**config.mk**
```make
export PLATFORM = sky130hd
export DESIGN_NAME = ftp_control_payload_classifier
export DESIGN_NICKNAME = d
export VERILOG_FILES = /design/src/ftpc_pkg.sv /design/src/ftpc_front.sv /design/src/ftpc_fifo.sv /design/src/ftpc_back.sv /design/src/ftp_control_payload_classifier.sv
export SDC_FILE = /design/constraint.sdc
export NUM_CORES = 1
export LEC_CHECK = 0
export BUFFER_PORTS_ARGS = -buffer_cell sky130_fd_sc_hd__buf_2
export CORE_MARGIN = 3
export CORE_UTILIZATION = 30
export DETAILED_ROUTE_END_ITERATION = 12
export MAX_ROUTING_LAYER = met4
export PLACE_DENSITY = 0.47
export SLEW_MARGIN = 20
export SYNTH_ARGS = -nofsm -noshare
export SYNTH_HDL_FRONTEND = slang
export SYNTH_SLANG_ARGS = --single-unit
```
**constraint.sdc**
```tcl
create_clock -name clk -period 7.3 [get_ports clk]
set_input_delay 0.365 -clock clk [delete_from_list [all_inputs] [get_ports clk]]
set_output_delay 0.365 -clock clk [all_outputs]
set_load 0.02 [all_outputs]
```
**src/ftpc_pkg.sv**
```systemverilog
// Shared types and constants for the FTP control payload classifier.
`default_nettype none

package ftpc_pkg;

	// Longest tracked payload; the byte counter saturates one below it.
	localparam int MAX_PAYLOAD = 2048;
	localparam int POS_W       = $clog2(MAX_PAYLOAD);
	localparam logic [POS_W-1:0] POS_MAX = POS_W'(MAX_PAYLOAD - 1);

	localparam int NUM_FIELDS     = 6;
	localparam int IDX_W          = 3;
	localparam int NUM_START      = 27;
	localparam int REPLY_MARK_POS = 19;

	// Queue between classifier and parser.
	localparam int FIFO_DEPTH = 4;
	localparam int FIFO_AW    = $clog2(FIFO_DEPTH);

	// Characters of interest.
	localparam logic [7:0] CH_U      = 8'h55;
	localparam logic [7:0] CH_R      = 8'h52;
	localparam logic [7:0] CH_S      = 8'h53;
	localparam logic [7:0] CH_E      = 8'h45;
	localparam logic [7:0] CH_T      = 8'h54;
	localparam logic [7:0] CH_O      = 8'h4F;
	localparam logic [7:0] CH_2      = 8'h32;
	localparam logic [7:0] CH_7      = 8'h37;
	localparam logic [7:0] CH_LOW_E  = 8'h65;
	localparam logic [7:0] CH_0      = 8'h30;
	localparam logic [7:0] CH_9      = 8'h39;
	localparam logic [7:0] CH_COMMA  = 8'h2C;
	localparam logic [7:0] CH_RPAREN = 8'h29;

	typedef enum logic [1:0] {
		CAT_PLAIN    = 2'd0,
		CAT_LOGIN    = 2'd1,
		CAT_DOWNLOAD = 2'd2,
		CAT_UPLOAD   = 2'd3
	} category_t;

	typedef enum logic [1:0] {
		TOK_DIGIT = 2'd0,
		TOK_COMMA = 2'd1,
		TOK_CLOSE = 2'd2,
		TOK_OTHER = 2'd3
	} tok_kind_t;

	// One classified byte, handed from the front to the parser.
	typedef struct packed {
		logic      first;     // byte at offset zero: clear parser state
		logic      parse_en;  // offset at or past the number section
		logic      last;      // final byte: a result is due
		tok_kind_t kind;
		logic [3:0] digit;
		category_t cmd_cat;   // command category when matched, else plain
		logic      reply_ok;  // server-to-client reply whose passive header checks all passed
	} token_t;

endpackage

`default_nettype wire

```
**src/ftpc_front.sv**
```systemverilog
// Front end: byte offset tracking, header checks and byte classification.
`default_nettype none

module ftpc_front (
	input  wire logic              clk,
	input  wire logic              arst_n,
	input  wire logic              in_valid,
	output logic                   in_ready,
	input  wire logic [7:0]        data_byte,
	input  wire logic              direction,
	input  wire logic              last_byte,
	input  wire logic              q_full,
	output logic                   q_push,
	output ftpc_pkg::token_t       q_tok
);

	logic [ftpc_pkg::POS_W-1:0] pos_q;
	logic [7:0]                 lead_q;
	logic                       prefix_q;
	logic                       down_q;

	logic       pos_first;
	logic [7:0] lead_eff;
	logic       down_eff;
	logic       exp_vld;
	logic [7:0] exp_byte;
	logic       prefix_nxt;
	logic       past_cmd;
	logic       past_mark;

	assign in_ready = ~q_full;
	assign q_push   = in_valid & ~q_full;

	assign pos_first = (pos_q == '0);
	assign lead_eff  = pos_first ? data_byte : lead_q;
	assign down_eff  = pos_first ? direction : down_q;
	assign past_cmd  = (pos_q >= ftpc_pkg::POS_W'(3));
	assign past_mark = (pos_q >= ftpc_pkg::POS_W'(ftpc_pkg::REPLY_MARK_POS));

	// Expected byte at the checked offsets for the latched lead byte
	always_comb begin
		exp_vld  = 1'b0;
		exp_byte = 8'h00;
		case (lead_q)
			ftpc_pkg::CH_U: begin
				exp_vld = (pos_q == ftpc_pkg::POS_W'(1)) || (pos_q == ftpc_pkg::POS_W'(2))
					|| (pos_q == ftpc_pkg::POS_W'(3));
				if (pos_q == ftpc_pkg::POS_W'(1))      exp_byte = ftpc_pkg::CH_S;
				else if (pos_q == ftpc_pkg::POS_W'(2)) exp_byte = ftpc_pkg::CH_E;
				else                                   exp_byte = ftpc_pkg::CH_R;
			end
			ftpc_pkg::CH_R: begin
				exp_vld = (pos_q == ftpc_pkg::POS_W'(1)) || (pos_q == ftpc_pkg::POS_W'(2))
					|| (pos_q == ftpc_pkg::POS_W'(3));
				if (pos_q == ftpc_pkg::POS_W'(1))      exp_byte = ftpc_pkg::CH_E;
				else if (pos_q == ftpc_pkg::POS_W'(2)) exp_byte = ftpc_pkg::CH_T;
				else                                   exp_byte = ftpc_pkg::CH_R;
			end
			ftpc_pkg::CH_S: begin
				exp_vld = (pos_q == ftpc_pkg::POS_W'(1)) || (pos_q == ftpc_pkg::POS_W'(2))
					|| (pos_q == ftpc_pkg::POS_W'(3));
				if (pos_q == ftpc_pkg::POS_W'(1))      exp_byte = ftpc_pkg::CH_T;
				else if (pos_q == ftpc_pkg::POS_W'(2)) exp_byte = ftpc_pkg::CH_O;
				else                                   exp_byte = ftpc_pkg::CH_R;
			end
			ftpc_pkg::CH_2: begin
				exp_vld = (pos_q == ftpc_pkg::POS_W'(1)) || (pos_q == ftpc_pkg::POS_W'(2))
					|| (pos_q == ftpc_pkg::POS_W'(ftpc_pkg::REPLY_MARK_POS));
				if (pos_q == ftpc_pkg::POS_W'(1))      exp_byte = ftpc_pkg::CH_2;
				else if (pos_q == ftpc_pkg::POS_W'(2)) exp_byte = ftpc_pkg::CH_7;
				else                                   exp_byte = ftpc_pkg::CH_LOW_E;
			end
			default: begin
				exp_vld  = 1'b0;
				exp_byte = 8'h00;
			end
		endcase
	end

	assign prefix_nxt = pos_first | (prefix_q & ~(exp_vld & (data_byte != exp_byte)));

	// Token build
	always_comb begin
		q_tok          = '0;
		q_tok.first    = pos_first;
		q_tok.parse_en = (pos_q >= ftpc_pkg::POS_W'(ftpc_pkg::NUM_START));
		q_tok.last     = last_byte;
		q_tok.digit    = data_byte[3:0];
		if (data_byte inside {[ftpc_pkg::CH_0:ftpc_pkg::CH_9]})
			q_tok.kind = ftpc_pkg::TOK_DIGIT;
		else if (data_byte == ftpc_pkg::CH_COMMA)
			q_tok.kind = ftpc_pkg::TOK_COMMA;
		else if (data_byte == ftpc_pkg::CH_RPAREN)
			q_tok.kind = ftpc_pkg::TOK_CLOSE;
		else
			q_tok.kind = ftpc_pkg::TOK_OTHER;
		q_tok.cmd_cat  = ftpc_pkg::CAT_PLAIN;
		if (prefix_nxt && past_cmd) begin
			case (lead_eff)
				ftpc_pkg::CH_U: q_tok.cmd_cat = ftpc_pkg::CAT_LOGIN;
				ftpc_pkg::CH_R: q_tok.cmd_cat = ftpc_pkg::CAT_DOWNLOAD;
				ftpc_pkg::CH_S: q_tok.cmd_cat = ftpc_pkg::CAT_UPLOAD;
				default:        q_tok.cmd_cat = ftpc_pkg::CAT_PLAIN;
			endcase
		end
		q_tok.reply_ok = (lead_eff == ftpc_pkg::CH_2) & down_eff & prefix_nxt & past_mark;
	end

	always_ff @(posedge clk or negedge arst_n) begin
		if (!arst_n) begin
			pos_q    <= '0;
			lead_q   <= 8'h00;
			prefix_q <= 1'b1;
			down_q   <= 1'b0;
		end else if (q_push) begin
			lead_q   <= lead_eff;
			down_q   <= down_eff;
			prefix_q <= prefix_nxt;
			if (last_byte)
				pos_q <= '0;
			else if (pos_q != ftpc_pkg::POS_MAX)
				pos_q <= pos_q + ftpc_pkg::POS_W'(1);
		end
	end

endmodule

`default_nettype wire

```
**src/ftpc_fifo.sv**
```systemverilog
// Short token queue between the classifier front and the parser back end.
`default_nettype none

module ftpc_fifo (
	input  wire logic             clk,
	input  wire logic             arst_n,
	input  wire logic             push,
	input  wire ftpc_pkg::token_t push_tok,
	output logic                  full,
	input  wire logic             pop,
	output logic                  not_empty,
	output ftpc_pkg::token_t      pop_tok
);

	ftpc_pkg::token_t mem_q [ftpc_pkg::FIFO_DEPTH];
	logic [ftpc_pkg::FIFO_AW-1:0] wr_ptr_q;
	logic [ftpc_pkg::FIFO_AW-1:0] rd_ptr_q;
	logic [ftpc_pkg::FIFO_AW:0]   count_q;

	assign full      = (count_q == (ftpc_pkg::FIFO_AW+1)'(ftpc_pkg::FIFO_DEPTH));
	assign not_empty = (count_q != '0);
	assign pop_tok   = mem_q[rd_ptr_q];

	always_ff @(posedge clk) begin
		if (push)
			mem_q[wr_ptr_q] <= push_tok;
	end

	always_ff @(posedge clk or negedge arst_n) begin
		if (!arst_n) begin
			wr_ptr_q <= '0;
			rd_ptr_q <= '0;
			count_q  <= '0;
		end else begin
			if (push)
				wr_ptr_q <= wr_ptr_q + ftpc_pkg::FIFO_AW'(1);
			if (pop)
				rd_ptr_q <= rd_ptr_q + ftpc_pkg::FIFO_AW'(1);
			if (push && !pop)
				count_q <= count_q + (ftpc_pkg::FIFO_AW+1)'(1);
			else if (!push && pop)
				count_q <= count_q - (ftpc_pkg::FIFO_AW+1)'(1);
		end
	end

endmodule

`default_nettype wire

```
**src/ftpc_back.sv**
```systemverilog
// Back end: number-list parser and result register.
`default_nettype none

module ftpc_back (
	input  wire logic             clk,
	input  wire logic             arst_n,
	input  wire logic             q_not_empty,
	input  wire ftpc_pkg::token_t q_tok,
	output logic                  q_pop,
	output logic                  out_valid,
	input  wire logic             out_ready,
	output logic [1:0]            category,
	output logic                  address_found,
	output logic [31:0]           server_ip,
	output logic [15:0]           server_port
);

	typedef enum logic [1:0] {
		PS_PARSING = 2'd0,
		PS_OK      = 2'd1,
		PS_FAIL    = 2'd2
	} pstat_t;

	// Only the low bits each number contributes to the address are kept;
	// mod-2^32 accumulation makes low bits depend on low bits alone.
	pstat_t                     stat_q, stat_d;
	logic [ftpc_pkg::IDX_W-1:0] idx_q, idx_d;
	logic [31:0]                acc_q, acc_d;
	logic [7:0]                 n0_q, n0_d;
	logic [15:0]                n1_q, n1_d;
	logic [23:0]                n2_q, n2_d;
	logic [31:0]                n3_q, n3_d;
	logic [7:0]                 n4_q, n4_d;
	logic                       out_free;
	logic                       hit;

	assign out_free = ~out_valid | out_ready;
	assign q_pop    = q_not_empty & (~q_tok.last | out_free);

	always_comb begin
		stat_d = stat_q;
		idx_d  = idx_q;
		acc_d  = acc_q;
		n0_d   = n0_q;
		n1_d   = n1_q;
		n2_d   = n2_q;
		n3_d   = n3_q;
		n4_d   = n4_q;
		if (q_tok.first) begin
			stat_d = PS_PARSING;
			idx_d  = '0;
			acc_d  = '0;
			n0_d   = '0;
			n1_d   = '0;
			n2_d   = '0;
			n3_d   = '0;
			n4_d   = '0;
		end else if (q_tok.parse_en && stat_q == PS_PARSING
			&& idx_q < ftpc_pkg::IDX_W'(ftpc_pkg::NUM_FIELDS)) begin
			case (q_tok.kind)
				ftpc_pkg::TOK_DIGIT: begin
					acc_d = {acc_q[28:0], 3'b000} + {acc_q[30:0], 1'b0} + {28'd0, q_tok.digit};
				end
				ftpc_pkg::TOK_COMMA: begin
					case (idx_q)
						3'd0:    n0_d = acc_q[7:0];
						3'd1:    n1_d = acc_q[15:0];
						3'd2:    n2_d = acc_q[23:0];
						3'd3:    n3_d = acc_q;
						3'd4:    n4_d = acc_q[7:0];
						default: n4_d = n4_q;
					endcase
					acc_d = '0;
					idx_d = idx_q + ftpc_pkg::IDX_W'(1);
					if (idx_q == ftpc_pkg::IDX_W'(ftpc_pkg::NUM_FIELDS - 1))
						stat_d = PS_FAIL;
				end
				ftpc_pkg::TOK_CLOSE: begin
					if (idx_q == ftpc_pkg::IDX_W'(ftpc_pkg::NUM_FIELDS - 1))
						stat_d = PS_OK;
					else
						stat_d = PS_FAIL;
				end
				default: stat_d = PS_FAIL;
			endcase
		end
	end

	assign hit = q_tok.reply_ok & (stat_d == PS_OK);

	always_ff @(posedge clk or negedge arst_n) begin
		if (!arst_n) begin
			stat_q    <= PS_PARSING;
			idx_q     <= '0;
			acc_q     <= '0;
			n0_q      <= '0;
			n1_q      <= '0;
			n2_q      <= '0;
			n3_q      <= '0;
			n4_q      <= '0;
			out_valid <= 1'b0;
		end else begin
			if (q_pop) begin
				stat_q <= stat_d;
				idx_q  <= idx_d;
				acc_q  <= acc_d;
				n0_q   <= n0_d;
				n1_q   <= n1_d;
				n2_q   <= n2_d;
				n3_q   <= n3_d;
				n4_q   <= n4_d;
			end
			if (q_pop && q_tok.last)
				out_valid <= 1'b1;
			else if (out_ready)
				out_valid <= 1'b0;
		end
	end

	// Result payload
	always_ff @(posedge clk) begin
		if (q_pop && q_tok.last) begin
			if (hit) begin
				category      <= ftpc_pkg::CAT_DOWNLOAD;
				address_found <= 1'b1;
				server_ip     <= {n0_d, 24'd0} | {n1_d, 16'd0} | {n2_d, 8'd0} | n3_d;
				server_port   <= {n4_d, 8'd0} | acc_d[15:0];
			end else begin
				category      <= q_tok.cmd_cat;
				address_found <= 1'b0;
				server_ip     <= '0;
				server_port   <= '0;
			end
		end
	end

endmodule

`default_nettype wire

```
**src/ftp_control_payload_classifier.sv**
```systemverilog
// Top level of the FTP control payload classifier.
`default_nettype none

// FTP control payload classifier. Payload bytes stream in one per transfer,
// offset zero first, with tlast on the final byte; tuser carries the
// direction (1 = server to client), sampled on the first byte only. One
// result transfer leaves per payload: category 1 login (USER), 2 download
// (RETR), 3 upload (STOR), 0 plain FTP. A server-to-client "227" reply with
// 'e' at offset 19 is parsed from offset 27 as six comma-separated decimal
// numbers closed by ')'; on success it is classed download, address_found is
// set and the server IP and port are reported, otherwise both read zero.
// Payloads too short to reach a checked byte do not match. Offsets beyond
// ftpc_pkg::MAX_PAYLOAD-1 saturate but bytes still feed the number parser.
// Rate: one byte per clock sustained while the queue is not full. The front
// classifies each byte against the header pattern and pushes a token into a
// four-entry queue; the back end pops one token per clock, while the queue
// holds one, into the number parser (a x10 accumulate) and registers the
// result, raising tvalid after the last byte's token leaves the queue. A
// stalled result output only holds the back end once it reaches the next
// payload's last byte, and the front keeps taking bytes until the queue fills.
module ftp_control_payload_classifier (
	input  wire logic        clk,
	input  wire logic        arst_n,
	// Byte stream in
	input  wire logic        s_axis_tvalid,
	output logic             s_axis_tready,
	input  wire logic [7:0]  s_axis_tdata,   // [7:0] data_byte
	input  wire logic [0:0]  s_axis_tuser,   // [0] direction
	input  wire logic        s_axis_tlast,   // last_byte
	// Classification out
	output logic             m_axis_tvalid,
	input  wire logic        m_axis_tready,
	output logic [47:0]      m_axis_tdata,   // [31:0] server_ip, [47:32] server_port
	output logic [2:0]       m_axis_tuser    // [1:0] category, [2] address_found
);

	ftpc_pkg::token_t push_tok;
	ftpc_pkg::token_t pop_tok;
	logic             push;
	logic             pop;
	logic             full;
	logic             not_empty;
	logic [1:0]       category;
	logic             address_found;
	logic [31:0]      server_ip;
	logic [15:0]      server_port;

	ftpc_front u_front (
		.clk       (clk),
		.arst_n    (arst_n),
		.in_valid  (s_axis_tvalid),
		.in_ready  (s_axis_tready),
		.data_byte (s_axis_tdata),
		.direction (s_axis_tuser[0]),
		.last_byte (s_axis_tlast),
		.q_full    (full),
		.q_push    (push),
		.q_tok     (push_tok)
	);

	ftpc_fifo u_fifo (
		.clk       (clk),
		.arst_n    (arst_n),
		.push      (push),
		.push_tok  (push_tok),
		.full      (full),
		.pop       (pop),
		.not_empty (not_empty),
		.pop_tok   (pop_tok)
	);

	ftpc_back u_back (
		.clk           (clk),
		.arst_n        (arst_n),
		.q_not_empty   (not_empty),
		.q_tok         (pop_tok),
		.q_pop         (pop),
		.out_valid     (m_axis_tvalid),
		.out_ready     (m_axis_tready),
		.category      (category),
		.address_found (address_found),
		.server_ip     (server_ip),
		.server_port   (server_port)
	);

	assign m_axis_tdata = {server_port, server_ip};
	assign m_axis_tuser = {address_found, category};

endmodule

`default_nettype wire

```
==> flow_metrics.env <==
export IMPL_status="finished, final reports clean"
export IMPL_core_area_mm2=0.0443
export IMPL_pwr_share_seq_pct=39.1
export IMPL_postCtsSetupBuffers=0
export IMPL_fin_crit_ns=4.45
export IMPL_die_w_um=218
export IMPL_cts_sinks=253
export IMPL_rows=77
export IMPL_fin_tns_setup_ns=0
export IMPL_routed_top_layer="met4"
export IMPL_first_pass_iters=5
export IMPL_drt_iter0_drc=812
export IMPL_clk_latency_ns=0.57
export IMPL_worstPathRequired_ns=7.74
export IMPL_skew_ns=0.0229
export IMPL_cts_buffer_depth=3
export IMPL_final_util_pct=34.6
export IMPL_yosys_area_top_type="dfrtp_1"
export IMPL_rsz0062_at_grt="false"
export IMPL_cpPeakStageDelay_ns=0.91
export IMPL_swShare_pct=38.4
export IMPL_first_global_vias=9769
export IMPL_synth_nets=1281
export IMPL_port_buffers=66
export IMPL_ys_flop_type="dfrtp_1"
export IMPL_synth_commonest_cells="dfrtp_1 (153), nand2_1 (148), edfxtp_1 (99)"
export IMPL_slowest_stage="dfrtp_1"
export IMPL_synthDistinctLibCells=72
export IMPL_fmax_mhz=225
export IMPL_postRouteAntennaNets=0
export IMPL_die_h_um=218
export IMPL_crit_start="u_fifo.rd_ptr_q[0]"
export IMPL_grt_pass1_wl_mm=59.3
export IMPL_path_class="reg2reg"
export IMPL_diodes=0
export IMPL_slew_viol_final=0
export IMPL_fin_crit_sh_pct=60.9
export IMPL_end_kind="flip-flop"
export IMPL_clkTransAtPathRegs_ns=0.05
export IMPL_die_area_mm2=0.0475
export IMPL_finalSetupViolations=0
export IMPL_synthArstFlopShare_pct=60.9
export IMPL_syn_area_per_cell_um2=11.3
export IMPL_ys_warn_count=0
export IMPL_met2_length_mm=17.6
export IMPL_worstHoldPathType="in2reg"
export IMPL_synthesis_area_mm2=0.0135
export IMPL_gr_total_overflow=0
export IMPL_intPower_mw=3.20
export IMPL_crit_fanout=14
export IMPL_htreeDepth=1
export IMPL_p_switching_mw=2.00
export IMPL_gp_congestion=0.811
export IMPL_syn_inst=1192
export IMPL_crit_arrival_ns=4.88
export IMPL_ys_ff_latch=253
export IMPL_wl_per_cell_um=20.5
export IMPL_power_leakage_nw=6.36
export IMPL_drive_above_1_share_pct=14.3
export IMPL_dp_hpwl_mm=24.6
export IMPL_synth_edf_count=99
export IMPL_drc=0
export IMPL_powerDensity_mw_per_mm2=339
export IMPL_vias=9788
export IMPL_vias_per_cell=5.29
export IMPL_synth_area_leaders="dfrtp_1 (28%), edfxtp_1 (22%), ha_1 (6.7%)"
export IMPL_hold_violations=0
export IMPL_ir_drop_mv=0.190
export IMPL_grt_max_degree=83
export IMPL_cts_tree="yes"
export IMPL_grt_use_total_pct=16.4
export IMPL_p_comb_share_pct=32.0
export IMPL_fin_nets=1322
export IMPL_ys_seq_area_share_pct=50.7
export IMPL_dr_wl_met3_mm=1.50
export IMPL_tightest_slew_ns=1.12
export IMPL_synth_top_cell_area_share_pct=28.4
export IMPL_antenna_found_initial=0
export IMPL_max_slew_margin_pct=25.0
export IMPL_drv_cap=0
export IMPL_wl_met1_mm=17.8
export IMPL_io_pins=67
export IMPL_cts_made_buffers=31
export IMPL_clockPowerShare_pct=28.9
export IMPL_drt_total_wl_mm=37.9
export IMPL_r2r_start="u_fifo.rd_ptr_q[0]"
export IMPL_cts_resized_gates=0
export IMPL_crit_path_start_kind="flip-flop"
export IMPL_cts_root_buffer="clkbuf_16"
export IMPL_holdCritStartpoint="s_axis_tuser"
export IMPL_synth_most_common_cell="dfrtp_1"
export IMPL_start_util_pct=30.4
export IMPL_syn_to_final_growth_pct=13.9
export IMPL_crit_chain="mux4_2, inv_1, fa_1, inv_1, ha_1, a211oi_1, o21ai_0, nand3_1, a21boi_0, o21ai_0, a21boi_0, or3_1, a32o_1"
==> power by group through the flow <==
stage / Clock, mW / Sequential [mW] / Combinational (mW)
3_3_place_gp: 0 / 2.07 / 1.68
4_1_cts: 1.55 / 2.05 / 1.69
2_1_floorplan: 0 / 2.15 / 1.01
5_1_grt: 1.61 / 2.07 / 1.82
3_5_place_dp: 0 / 2.07 / 1.68
6_report: 1.51 / 2.03 / 1.66
==> flip-flops by register name, indices dropped and copies added (netlist names), 11 cells and up <==
name / count
u_back.server_port: 16
u_back.n2_q: 24
u_back.n1_q: 16
u_front.pos_q: 11
u_back.server_ip: 32
u_back.acc_q: 32
u_fifo.mem_q: 48
u_back.n3_q: 32
==> logic make-up (layout without fill, tap and decap cells) <==
family / Yosys count / after routing / synth area share, %
xor+xnor: 38 / 38 / 2.47
buf+inv: 108 / 173 / 3.57
flops: 253 / 253 / 50.7
mux: 73 / 73 / 6.61
simple gates: 312 / 312 / 11.3
fa+ha+maj: 75 / 75 / 7.13
compound gates: 333 / 333 / 18.3
==> cell usage in the layout (no fill, tap or decap), types with 6 or more instances in the layout <==
master and n:
dfrtp_1 153, nand2_1 148, edfxtp_1 99, ha_1 72, buf_2 65, a21oi_1 57
mux2i_1 53, o21ai_0 50, a22o_1 47, a32o_1 47, nor2_1 41, inv_1 32
clkbuf_16 32, a41oi_1 23, xor2_1 19, xnor2_1 19, nand3_1 17, a21o_1 17
buf_4 16, nor3_1 14, a31oi_1 13, and2_1 13, mux4_2 12, and3_1 12
clkbuf_1 11, or3_1 10, a21oi_2 10, nor2b_1 8, nand4_1 8, mux2_2 8
a211oi_1 7, o21a_1 7, o2111ai_1 7, o31ai_1 7, clkbuf_8 6
==> repair_timing <==
action | in CTS | in global routing
hold buffers | 1 | 0
setup endpoints to repair | 0 | 0
endpoints found under the hold margin | 81 | 0
==> stage by stage <==
step                      instances  worst slack (ns)  hold WS (ns)  cell area, um2  power, mW
after floorplan                1192              3.55        0.0694           13500       3.16
after global placement         1791              2.87         0.460           14300       3.75
after detailed placement       1791              2.79         0.466           14300       3.75
after CTS                      1849              2.77        0.0379           15300       5.28
after global routing           1849              2.41        0.0464           15300       5.50
final                          1849              2.85        0.0704           15300       5.20
==> layout make-up <==
class / count / area, um2
Fill cell: 4498 / 29000
Sequential cell: 253 / 6830
Multi-Input combinational cell: 831 / 6180
Clock buffer: 49 / 925
Tap cell: 592 / 741
Timing Repair Buffer: 84 / 478
Inverter: 32 / 120
Clock inverter: 8 / 71.3
==> critical path: cells and delay by family (launching register included) <==
kind                     cells  cell delay (ns)
AO/OA/AOI/OAI                6             1.48
flip-flops                   1             0.91
adder cells (fa/ha/maj)      2             0.66
multiplexers                 1             0.59
AND/OR/NAND/NOR              2             0.50
buffers and inverters        2             0.19
==> path summary, 6_finish.rpt <==
kind                       depth (start not counted)                end  slack [ns]
max reg2reg                                       13   u_back.acc_q[23]        2.85
max                                               13   u_back.acc_q[23]        2.85
max in group asynchronous                          3  u_front.lead_q[2]        5.55
min                                                2     u_front.down_q        0.07
min in group asynchronous                          2    u_back.n3_q[30]        0.47
min reg2reg                                        2     u_back.n4_q[4]        0.48
==> routing by layer <==
layer  up-vias  GRT usage (%)
li1       4594              -
met1      4918           22.2
met2       223           26.1
met3        53           2.09
met4         0           4.09
met5         -              -
Power figures use the tool's default switching activity.
